--- src/design/reliable_datagram_arq_engine_assert.svh ---
// ----------------------------------------------------------------------------
// ARQ engine assertion macros
// Shared property wrappers for the ARQ engine, clocked on clock and
// disabled during reset.
// ----------------------------------------------------------------------------
`ifndef RELIABLE_DATAGRAM_ARQ_ENGINE_ASSERT_SVH
`define RELIABLE_DATAGRAM_ARQ_ENGINE_ASSERT_SVH

// A property that must hold at every clock edge outside reset.
`define RDARQ_ASSERT(lbl, prop, msg) \
   lbl: assert property (@(posedge clock) disable iff (reset) prop) else $error(msg);

// A condition that must never be seen outside reset.
`define RDARQ_NEVER(lbl, expr, msg) \
   lbl: assert property (@(posedge clock) disable iff (reset) !(expr)) else $error(msg);

`endif

--- src/design/rdarq_pkg.sv ---
// ----------------------------------------------------------------------------
// ARQ engine package
// Constants, codes and controller/datapath interface types of the ARQ engine.
// ----------------------------------------------------------------------------
package rdarq_pkg;

   // The slot table size must be a power of two; slots are sequence low bits.
   localparam int ENTRIES  = 64;
   localparam int SLOT_W   = $clog2(ENTRIES);
   localparam int SEQ_W    = 32;
   localparam int TIME_W   = 32;
   localparam int HANDLE_W = 10;
   localparam int ENTRY_W  = SEQ_W + TIME_W + HANDLE_W;
   localparam int CFG_W    = 8;
   localparam int CSR_IDX_W = 1;

   localparam logic [1:0] OP_SEND  = 2'd0;
   localparam logic [1:0] OP_FRAME = 2'd1;
   localparam logic [1:0] OP_TICK  = 2'd2;

   localparam logic [7:0] FT_DATA = 8'd0;
   localparam logic [7:0] FT_ACK  = 8'd1;

   localparam logic [10:0] MIN_FRAME = 11'd5;

   localparam logic [2:0] KIND_TX      = 3'd0;
   localparam logic [2:0] KIND_RETX    = 3'd1;
   localparam logic [2:0] KIND_ACK     = 3'd2;
   localparam logic [2:0] KIND_DELIVER = 3'd3;
   localparam logic [2:0] KIND_REFUSED = 3'd4;

   localparam logic [CSR_IDX_W-1:0] REG_TIMEOUT     = 1'd0;
   localparam logic [CSR_IDX_W-1:0] REG_SCAN_PERIOD = 1'd1;

   localparam logic [CFG_W-1:0] TIMEOUT_RESET = 8'd2;
   localparam logic [CFG_W-1:0] PERIOD_RESET  = 8'd1;

   typedef struct packed {
      logic load_req;
      logic do_send;
      logic emit_ack;
      logic emit_dlv;
      logic ack_clear;
      logic tick;
      logic scan_step;
      logic flush;
      logic scan_sel;
   } ctrl_cmd_type;

   typedef struct packed {
      logic req_send;
      logic req_data;
      logic req_ack;
      logic req_tick;
      logic out_free;
      logic scan_now;
      logic due;
      logic pend_valid;
      logic idx_last;
   } dp_status_type;

endpackage

--- src/design/rdarq_ctrl.sv ---
// ----------------------------------------------------------------------------
// ARQ engine controller
// Sequences each accepted item through the datapath: send, data frame,
// ack lookup, tick and the retransmission scan over the entry table.
// ----------------------------------------------------------------------------
module rdarq_ctrl (
   input  logic                       clock,
   input  logic                       reset,
   input  logic                       req_valid,
   output logic                       req_ready,
   input  rdarq_pkg::dp_status_type   status,
   output rdarq_pkg::ctrl_cmd_type    cmd
);

   localparam logic [3:0] S_IDLE     = 4'd0;
   localparam logic [3:0] S_SEND     = 4'd1;
   localparam logic [3:0] S_DATA_ACK = 4'd2;
   localparam logic [3:0] S_DATA_DLV = 4'd3;
   localparam logic [3:0] S_ACK_RD   = 4'd4;
   localparam logic [3:0] S_ACK_CHK  = 4'd5;
   localparam logic [3:0] S_TICK     = 4'd6;
   localparam logic [3:0] S_SCAN_RD  = 4'd7;
   localparam logic [3:0] S_SCAN_CHK = 4'd8;
   localparam logic [3:0] S_FLUSH    = 4'd9;

   logic [3:0] state_ff, state_in;

   always_comb begin
      state_in  = state_ff;
      cmd       = '0;
      req_ready = 1'b0;
      case (state_ff)
         S_IDLE: begin
            req_ready = 1'b1;
            if (req_valid) begin
               cmd.load_req = 1'b1;
               if (status.req_send) begin
                  state_in = S_SEND;
               end else if (status.req_data) begin
                  state_in = S_DATA_ACK;
               end else if (status.req_ack) begin
                  state_in = S_ACK_RD;
               end else if (status.req_tick) begin
                  state_in = S_TICK;
               end
            end
         end
         S_SEND: begin
            if (status.out_free) begin
               cmd.do_send = 1'b1;
               state_in    = S_IDLE;
            end
         end
         S_DATA_ACK: begin
            if (status.out_free) begin
               cmd.emit_ack = 1'b1;
               state_in     = S_DATA_DLV;
            end
         end
         S_DATA_DLV: begin
            if (status.out_free) begin
               cmd.emit_dlv = 1'b1;
               state_in     = S_IDLE;
            end
         end
         S_ACK_RD: begin
            state_in = S_ACK_CHK;
         end
         S_ACK_CHK: begin
            cmd.ack_clear = 1'b1;
            state_in      = S_IDLE;
         end
         S_TICK: begin
            cmd.tick = 1'b1;
            state_in = status.scan_now ? S_SCAN_RD : S_IDLE;
         end
         S_SCAN_RD: begin
            cmd.scan_sel = 1'b1;
            state_in     = S_SCAN_CHK;
         end
         S_SCAN_CHK: begin
            cmd.scan_sel = 1'b1;
            if (!(status.due && status.pend_valid && !status.out_free)) begin
               cmd.scan_step = 1'b1;
               state_in      = status.idx_last ? S_FLUSH : S_SCAN_RD;
            end
         end
         S_FLUSH: begin
            if (!status.pend_valid) begin
               state_in = S_IDLE;
            end else if (status.out_free) begin
               cmd.flush = 1'b1;
               state_in  = S_IDLE;
            end
         end
         default: begin
            state_in = S_IDLE;
         end
      endcase
   end

   always_ff @(posedge clock) begin
      if (reset) begin
         state_ff <= S_IDLE;
      end else begin
         state_ff <= state_in;
      end
   end

endmodule

--- config.mk ---
export PLATFORM = sky130hd
export DESIGN_NAME = rdarq_ctrl
export DESIGN_NICKNAME = d
export VERILOG_FILES = /design/src/design/reliable_datagram_arq_engine_assert.svh /design/src/design/rdarq_pkg.sv /design/src/design/rdarq_ctrl.sv
export SDC_FILE = /design/constraint.sdc
export NUM_CORES = 1
export LEC_CHECK = 0
export BUFFER_PORTS_ARGS = -buffer_cell sky130_fd_sc_hd__buf_2
export CORE_AREA = 2 2 39 41
export CTS_BUF_LIST = sky130_fd_sc_hd__clkbuf_4
export DETAILED_ROUTE_END_ITERATION = 8
export DIE_AREA = 0 0 41 43
export MAX_ROUTING_LAYER = met4
export SKIP_CTS_REPAIR_TIMING = 1
export SLEW_MARGIN = 20
export SYNTH_ARGS = -nofsm -noshare
export SYNTH_HDL_FRONTEND = slang
export SYNTH_SLANG_ARGS = --single-unit
export TNS_END_PERCENT = 50
--- constraint.sdc ---
create_clock -name clock -period 1.8 [get_ports clock]
set_input_delay 0.09 -clock clock [delete_from_list [all_inputs] [get_ports clock]]
set_output_delay 0.09 -clock clock [all_outputs]
set_load 0.05 [all_outputs]
==> out/results.ini, run 1 <==
[pwr]
power.switching_fraction_pct = 48.23
power_density_nw_per_um2 = 869.2
switching_power_uw = 251.8
worst_ir_drop_vdd_mv = 0.6045
clkPwrFrac_pct = 19.8
power_leakage_nw = 0.2546
p_comb_share_pct = 50.1
power_report.internal_total_uw = 270.2
pwr-share-seq_pct = 30.1

[global_route]
number_of_global_route_vias_before_repair = 451
grt_overflow_total = 0
grt_first_pass_wirelength_um = 1890
gr-usage-all-layers_pct = 15.62
grt_antenna_before_repair = 0
grt_max_degree = 16

[sta]
layout_worst_path_cycle_share_pct = 91.46
setup_violations = 0
final_period_minus_worst_setup_slack_ns = 1.646
worst_clock_skew_on_the_final_layout_ns = 0.003627
achievable-frequency_ghz = 0.6074
rsz_0062_raised_after_global_routing = no
tightest_slew_ns = 0.5609
fin_tns_setup_ns = 0
hold_viol_final = 0
timing.max_slew.rel_slack_pct = 62.55
hold-worst-slack_ns = 0.09904
report.final.slew_viol_count = 0

[routing]
ant_nets = 0
finalWirelength_um = 1200
drtPass1Iterations = 4
dr_total_vias = 521
drc_markers = 0
drt-wirelength-per-cell_um = 11.88
vias_per_cell = 5.158
first_iter_violations = 9

[run_status]
result_of_the_run = finished clean

[cts]
cts.root.buffer_cell = clkbuf_4
cts_num_sinks = 4
clock_tree.buffer_depth = 2
tritoncts = built
clk-insertion-delay-late_ns = 0.23
clkTransAtPathRegs_ns = 0.04
h_tree_lvls = 1
cts_buffers = 3

[hold_path]
hp-class = input port to flip-flop
min_from = reset

[cells_and_area]
layout_commonest_cell = buf_2
reg.largest.list = state_ff (4)
regMostFlops = state_ff
synthToLayoutAreaGrowth_pct = 34.83
most-common-layout-cells = 21 x buf_2, 9 x nor2_1, 6 x nand2_1
post_route_cells_drive_above_1_share_pct = 41.18
fill_cells = 146
post-route-cell-area_um2 = 600.6
largest_register_ffs = 4
n_antenna_cell = 0
final_nets = 99

[worst_setup_path]
timing.rr.start = state_ff[3]$_SDFFE_PP0P_
crit_path_end_kind = output port
worstPathArrival_ns = 1.56
worst-path-max-fanout = 13
start_kind = flip-flop
cp.required_ns = 1.71
timing.setup.critical_path_class = flip-flop to output port
worst_setup_path_startpoint = state_ff[2]$_SDFFE_PP0P_

[floorplanning]
fp.dieArea_um2 = 1763
effective_utilization_at_floorplan_pct = 32.19
die_w_um = 41
core_um2 = 1384
fp.dieH_um = 43
floorplan.rows = 14
io_pins = 22

[place]
detailedPlacementHpwl_um = 932.1
io_buffer_count = 21
placed_cell_area_um2 = 575.6
globalplace.congestion = 0.8234

[logic_synthesis]
mapped_nets = 77
synth-edff-count = 0
postSynthAreaPerCell_um2 = 6.853
ys_seq_elements = 4
syn_inst = 65
ys_dominant_reg_cell = dfxtp_1
sequential_share_of_the_synthesized_area_pct = 17.98
post_synthesis_async_set_or_reset_flop_share_pct = 0
yosysWarningCount = 0
syn-cell-area_um2 = 445.4
number_of_library_cell_types_mapped_by_synthesis = 31

[flow_run]
maxCapViolations = 0

power groups by stage:
| stage | registers, mW | logic [mW] | clock network, mW |
|---|---|---|---|
| CTS | 0.153 | 0.263 | 0.111 |
| global route | 0.163 | 0.282 | 0.116 |
| floorplan | 0.118 | 0.244 | 0 |
| finish | 0.157 | 0.261 | 0.103 |
| global placement | 0.156 | 0.263 | 0 |
| detailed placement | 0.155 | 0.262 | 0 |
per-stage QoR:
| stage | util, % | worst slack [ns] | instances | total power, mW |
|---|---|---|---|---|
| floorplan | - | -0.1592 | 65 | 0.3618 |
| global placement | 41.59 | 0.2811 | 98 | 0.4192 |
| detailed placement | 41.59 | 0.2139 | 98 | 0.4171 |
| CTS | 43.22 | 0.04500 | 101 | 0.5273 |
| global route | 43.40 | 0.004552 | 101 | 0.5613 |
| finish | 43.40 | 0.1537 | 101 | 0.5220 |
layer usage:
layer	share of wire, %	track usage, %	wire [um]	vias to the layer above
li1	-	-	-	281
met5	0	-	0	-
met1	55	21.79	657	223
met4	0	2.000	0	0
met2	40	22.50	475	17
met3	5.6	4.712	67	0
cell families after synthesis:
family                 share of synthesized area, %
buffers and inverters                         8.426
and+or+nand+nor                               48.60
DFF                                           17.98
AOI/OAI and AO/OA                             25.00
layout make-up:
cell class,instances,area (um^2),share of cell area [%]
clock buffers,3,22.52,3.750
multi-input cells,53,355.3,59.17
repair buffers,21,105.1,17.50
inverters,4,15.01,2.500
flip-flops and latches,4,82.58,13.75
well taps,16,20.02,3.333
Yosys cell counts (all sizes together) (2+ instances only):
master	number	area, um^2
nor2b	2	12.51
nand2	6	22.52
nor3	4	20.02
o21ai	4	23.77
dfxtp	4	80.08
nand4	2	12.51
nand3	2	10.01
a21oi	4	23.77
nor2	10	45.04
o22ai	2	12.51
nor4	4	31.28
buf	4	22.52
inv	4	15.01
final timing paths:
path	endpoint	slack, ns	cells after the start
worst max-delay path	cmd[0]	0.15	3
worst min-delay path	state_ff[3]$_SDFFE_PP0P_	0.1	2
worst max register to register	state_ff[3]$_SDFFE_PP0P_	0.20	4
worst min register to register	state_ff[1]$_SDFFE_PP0P_	0.68	3
worst max-delay path, cell delays in order (launching register included):
cell     delay, ns
dfxtp_1       0.66
nand2_1       0.21
o21ai_0       0.18
buf_2         0.28
Note: power is estimated with default switching activity, not from simulation.
==> inputs of run 2 (changes only) <==
- CORE_AREA: 2 2 39 41 -> default
- CORE_MARGIN: default -> 2
- CORE_UTILIZATION: default -> 25
- DIE_AREA: 0 0 41 43 -> default
==> run 2 against run 1 <==
  * Via count up 6.3%
  * Register-to-register slack better by 0.08 ns
  * Setup slack worse by 0.044 ns
  * Routed wire length up 4.8%
  * Worst hold slack worse by 0.0065 ns
  * Clock-buffer cell count unchanged
  * Clock power up 8%
  * Utilization down 7.2 points
  * Global-route usage down 2.8 points
  * Largest power group unchanged
==> out/results.ini, run 2 (synthesized netlist as in run 1, its figures left out) <==
[run_status]
result_of_the_run = finished clean  ; unchanged

[cts]
clkTransAtPathRegs_ns = 0.04  ; about the same
cts_buffers = 3  ; unchanged
cts.root.buffer_cell = clkbuf_4  ; unchanged
h_tree_lvls = 1  ; unchanged
cts_num_sinks = 4  ; unchanged
clock_tree.buffer_depth = 2  ; unchanged
tritoncts = built  ; unchanged
clk-insertion-delay-late_ns = 0.23  ; about the same

[pwr]
fin_total_pwr_uw = 529.4  ; was 522.0 uW
power_density_nw_per_um2 = 856.5  ; was 869.2 nW/um^2
worst_ir_drop_vdd_mv = 0.4183  ; was 0.6045 mV
power_leakage_nw = 0.2563  ; was 0.2546 nW

[routing]
drt-wirelength-per-cell_um = 11.44  ; was 11.88 um
finalWirelength_um = 1258  ; was 1200 um
vias_per_cell = 5.036  ; was 5.158
dr_total_vias = 554  ; was 521
drc_markers = 0  ; unchanged
ant_nets = 0  ; unchanged
drtPass1Iterations = 4  ; unchanged
first_iter_violations = 10  ; was 9

[sta]
final_period_minus_worst_setup_slack_ns = 1.690  ; was 1.646 ns
tightest_slew_ns = 0.5532  ; was 0.5609 ns
layout_worst_path_cycle_share_pct = 93.90  ; was 91.46%
report.final.slew_viol_count = 0  ; unchanged
worst_clock_skew_on_the_final_layout_ns = 0.002231  ; was 0.003627 ns
timing.max_slew.rel_slack_pct = 63.07  ; was 62.55%
rsz_0062_raised_after_global_routing = no  ; unchanged
achievable-frequency_ghz = 0.5916  ; was 0.6074 GHz
hold_viol_final = 0  ; unchanged
hold-worst-slack_ns = 0.09256  ; was 0.09904 ns
setup_violations = 0  ; unchanged
fin_tns_setup_ns = 0  ; unchanged

[cells_and_area]
reg.largest.list = state_ff (4)  ; unchanged
layout_commonest_cell = buf_2  ; unchanged
final_nets = 99  ; unchanged
fill_cells = 187  ; was 146
largest_register_ffs = 4  ; unchanged
most-common-layout-cells = 21 x buf_2, 9 x nor2_1, 6 x nand2_1  ; unchanged
post_route_cells_drive_above_1_share_pct = 42.35  ; was 41.18%
synthToLayoutAreaGrowth_pct = 38.76  ; was 34.83%
post-route-cell-area_um2 = 618.1  ; was 600.6 um^2
n_antenna_cell = 0  ; unchanged
regMostFlops = state_ff  ; unchanged

[worst_setup_path]
timing.rr.start = state_ff[3]$_SDFFE_PP0P_  ; unchanged
crit_path_end_kind = output port  ; unchanged
worstPathArrival_ns = 1.60  ; was 1.56 ns
worst_setup_path_startpoint = state_ff[2]$_SDFFE_PP0P_  ; unchanged
worst-path-max-fanout = 13  ; unchanged
timing.setup.critical_path_class = flip-flop to output port  ; unchanged
rrSetupSlack_ns = 0.28  ; was 0.20 ns
start_kind = flip-flop  ; unchanged
cp.required_ns = 1.71  ; about the same

[hold_path]
min_from = reset  ; unchanged
hp-class = input port to flip-flop  ; unchanged

[place]
io_buffer_count = 21  ; unchanged
detailedPlacementHpwl_um = 1023  ; was 932.1 um
placed_cell_area_um2 = 586.8  ; was 575.6 um^2
globalplace.congestion = 0.8404  ; was 0.8234

[global_route]
grt_first_pass_wirelength_um = 1925  ; was 1890 um
grt_overflow_total = 0  ; unchanged
number_of_global_route_vias_before_repair = 448  ; was 451
gr-usage-all-layers_pct = 12.78  ; was 15.62%
grt_antenna_before_repair = 0  ; unchanged
grt_max_degree = 16  ; unchanged

[floorplanning]
floorplan.rows = 15  ; was 14
core_um2 = 1708  ; was 1384 um^2
fp.dieArea_um2 = 2135  ; was 1763 um^2
fp.dieH_um = 46.21  ; was 43 um
io_pins = 22  ; unchanged
die_w_um = 46.21  ; was 41 um
effective_utilization_at_floorplan_pct = 26.08  ; was 32.19%

[flow_run]
maxCapViolations = 0  ; unchanged

[run 2: cell count changes in the layout (fill, tap and decap cells not counted)]
cell     previous run  this run
nor4b_1             1         0
nor4b_2             0         1
[run 2: through the flow]
| step | setup slack, ns | std cells | util (%) |
|---|---|---|---|
| after CTS | 0.01419 | 110 | 35.68 |
| after global routing | 0.004441 | 110 | 36.19 |
| after floorplan | -0.1592 | 65 | - |
| after global placement | 0.3018 | 107 | 34.36 |
| final | 0.1098 | 110 | 36.19 |
| after detailed placement | 0.1826 | 107 | 34.36 |
[run 2: layout make-up]
| class | count | area [um^2] | area share [%] |
|---|---|---|---|
| multi-input combinational | 53 | 361.6 | 58.50 |
| sequential | 4 | 82.58 | 13.36 |
| inverter | 4 | 15.01 | 2.429 |
| clock buffer | 3 | 22.52 | 3.644 |
| timing repair buffer | 21 | 105.1 | 17.00 |
| tap | 25 | 31.28 | 5.061 |
[run 2: power breakdown]
| part | internal [mW] | total (mW) | switching [mW] |
|---|---|---|---|
| combinational | 0.0928 | 0.261 | 0.168 |
| sequential | 0.104 | 0.158 | 0.0545 |
| clock | 0.0745 | 0.111 | 0.0361 |
| total | 0.271 | 0.529 | 0.259 |
[run 2: worst paths after layout]
kind,end,depth (start not counted)
worst max-delay path,cmd[0],3
worst min-delay path,state_ff[3]$_SDFFE_PP0P_,2
worst max register to register,state_ff[1]$_SDFFE_PP0P_,4
worst min register to register,state_ff[1]$_SDFFE_PP0P_,3
[run 2: worst max-delay path, stage by stage (launching register included)]
cell	delay (ns)
dfxtp_1	0.66
nand2_1	0.21
o21ai_0	0.21
buf_2	0.29
[run 2: metal layers]
layer,track usage [%],vias up,part of all wire (%)
met5,-,-,0
met4,6.286,0,1.4
met3,0,2,6.0
met2,18.06,21,45
met1,18.56,250,48
li1,-,281,-
==> inputs of run 3 (changes only) <==
- CORE_AREA: default -> 3 3 40 42
- CORE_MARGIN: 2 -> default
- CORE_UTILIZATION: 25 -> default
- DIE_AREA: default -> 0 0 43 45
==> run 3 against run 2 <==
  * Combinational power rose by 5%
  * Flip-flop and latch count did not move
  * Total power rose by 0.53%
  * Setup slack improved by 0.028 ns
  * Cell count fell by 8.2%
  * Clock-buffer cell count did not move
  * Global-route usage rose by 2.6 points
  * Maximum frequency rose by 1.7%
  * Critical path type unchanged
  * Highest routed layer is now met3
  * Clock power fell by 5%
  * Critical endpoint unchanged
  * First-iteration DRC count rose by 20%
  * Largest cell class unchanged
==> out/results.ini, run 3 (synthesized netlist as in run 1, its figures left out) <==
[worst_setup_path]
timing.setup.critical_path_class = flip-flop to output port  ; unchanged
rrSetupSlack_ns = 0.21  ; was 0.28 ns
timing.rr.start = state_ff[3]$_SDFFE_PP0P_  ; unchanged
cp_slowest_stage_delay_ns = 0.67  ; was 0.66 ns
crit_path_end_kind = output port  ; unchanged
start_kind = flip-flop  ; unchanged
worstPathArrival_ns = 1.57  ; was 1.60 ns
critical_path.cell_chain = nand2_1 -> o21ai_0 -> buf_2  ; unchanged
worst-path-max-fanout = 13  ; unchanged
cp.required_ns = 1.71  ; about the same
worst_setup_path_startpoint = state_ff[2]$_SDFFE_PP0P_  ; unchanged
slowest_cp_cell = dfxtp_1  ; unchanged

[cts]
clock_tree.buffer_depth = 2  ; unchanged
h_tree_lvls = 1  ; unchanged
cts_num_sinks = 4  ; unchanged
clk-insertion-delay-late_ns = 0.23  ; about the same
cts.root.buffer_cell = clkbuf_4  ; unchanged
clkTransAtPathRegs_ns = 0.04  ; about the same
tritoncts = built  ; unchanged
cts_buffers = 3  ; unchanged

[sta]
final_critical_path_setup_slack_ns = 0.1373  ; was 0.1098 ns
layout_worst_path_cycle_share_pct = 92.37  ; was 93.90%
timing.max_slew.rel_slack_pct = 61.56  ; was 63.07%
worst_clock_skew_on_the_final_layout_ns = 0.0001298  ; was 0.002231 ns
report.final.slew_viol_count = 0  ; unchanged
rsz_0062_raised_after_global_routing = no  ; unchanged
final_period_minus_worst_setup_slack_ns = 1.663  ; was 1.690 ns
fin_tns_setup_ns = 0  ; unchanged
hold_viol_final = 0  ; unchanged
tightest_slew_ns = 0.5759  ; was 0.5532 ns
setup_violations = 0  ; unchanged
achievable-frequency_ghz = 0.6014  ; was 0.5916 GHz

[hold_path]
hp-class = input port to flip-flop  ; unchanged
min_from = reset  ; unchanged

[global_route]
grt_antenna_before_repair = 0  ; unchanged
number_of_global_route_vias_before_repair = 491  ; was 448
grt_first_pass_wirelength_um = 2180  ; was 1925 um
grt_overflow_total = 0  ; unchanged
gr-usage-all-layers_pct = 15.35  ; was 12.78%
grt_max_degree = 16  ; unchanged

[floorplanning]
io_pins = 22  ; unchanged
fp.dieArea_um2 = 1935  ; was 2135 um^2
die_w_um = 43  ; was 46.21 um
fp.dieH_um = 45  ; was 46.21 um
effective_utilization_at_floorplan_pct = 34.66  ; was 26.08%
floorplan.rows = 13  ; was 15
core_um2 = 1285  ; was 1708 um^2

[pwr]
power_density_nw_per_um2 = 878.8  ; was 856.5 nW/um^2
worst_ir_drop_vdd_mv = 0.4749  ; was 0.4183 mV
fin_total_pwr_uw = 532.2  ; was 529.4 uW
power_leakage_nw = 0.2595  ; was 0.2563 nW

[cells_and_area]
most-common-layout-cells = 21 x buf_2, 9 x nor2_1, 6 x nand2_1  ; unchanged
multi_input_comb_area_um2 = 355.3  ; was 361.6 um^2
fill_cells = 143  ; was 187
reg.largest.list = state_ff (4)  ; unchanged
finish.utilization_pct = 47.13  ; was 36.19%
final_nets = 100  ; was 99
synthToLayoutAreaGrowth_pct = 35.96  ; was 38.76%
largest_register_ffs = 4  ; unchanged
layout_commonest_cell = buf_2  ; unchanged
post_route_cells_drive_above_1_share_pct = 40.70  ; was 42.35%
regMostFlops = state_ff  ; unchanged
n_antenna_cell = 0  ; unchanged
layout.area.seq_um2 = 81.33  ; was 82.58 um^2

[flow_run]
maxCapViolations = 0  ; unchanged

[routing]
ant_nets = 0  ; unchanged
drc_markers = 0  ; unchanged
dr_total_vias = 538  ; was 554
finalWirelength_um = 1284  ; was 1258 um
first_iter_violations = 12  ; was 10
drtPass1Iterations = 4  ; unchanged
drt-wirelength-per-cell_um = 12.71  ; was 11.44 um
vias_per_cell = 5.327  ; was 5.036

[place]
globalplace.congestion = 0.8219  ; was 0.8404
detailedPlacementHpwl_um = 1004  ; was 1023 um
preCtsSetupSlack_ns = 0.2128  ; was 0.1826 ns
io_buffer_count = 21  ; unchanged

[run_status]
result_of_the_run = finished clean  ; unchanged

-- run 3: cell count changes in the layout (fill, tap and decap cells not counted), sizes merged --
cell,delta
buf,+1
-- run 3: final timing paths --
path,to,cells past startpoint
min,state_ff[3]$_SDFFE_PP0P_,2
max reg2reg,state_ff[3]$_SDFFE_PP0P_,4
max,cmd[0],3
min reg2reg,state_ff[1]$_SDFFE_PP0P_,4
-- run 3: worst max-delay path, delay by kind of cell (launching register included) --
kind,cells,cell delay [ns]
AOI/OAI and AO/OA,1,0.18
DFF,1,0.67
and+or+nand+nor,1,0.21
buffers and inverters,1,0.28
-- run 3: layout make-up --
type	count	area share [%]
timing repair buffer	22	18.60
clock buffer	3	3.719
multi-input combinational	53	58.68
sequential	4	13.43
tap	15	3.099
inverter	4	2.479
-- run 3: metrics by stage --
step	hold slack (ns)	area, um^2	std cells
final	0.1024	605.6	101
after global routing	0.1220	605.6	101
after CTS	0.09286	604.3	101
after detailed placement	0.3361	581.8	98
after global placement	0.3271	581.8	98
after floorplan	0.2037	473.0	65
-- run 3: power by group --
part	leakage, nW	total, mW	switching (mW)	internal (mW)
logic	0.213	0.274	0.176	0.0979
registers	0.0330	0.152	0.0495	0.102
clock network	0.0138	0.106	0.0321	0.0743
total	0.259	0.532	0.258	0.275
-- run 3: layer usage --
metal  vias to the layer above  global-route usage, %  share of wire (%)
met5                         -                      -                  0
li1                        285                      -                  -
met1                       235                  20.24                 51
met3                         0                  4.781                6.7
met2                        18                  21.26                 42
met4                         0                  7.229                  0
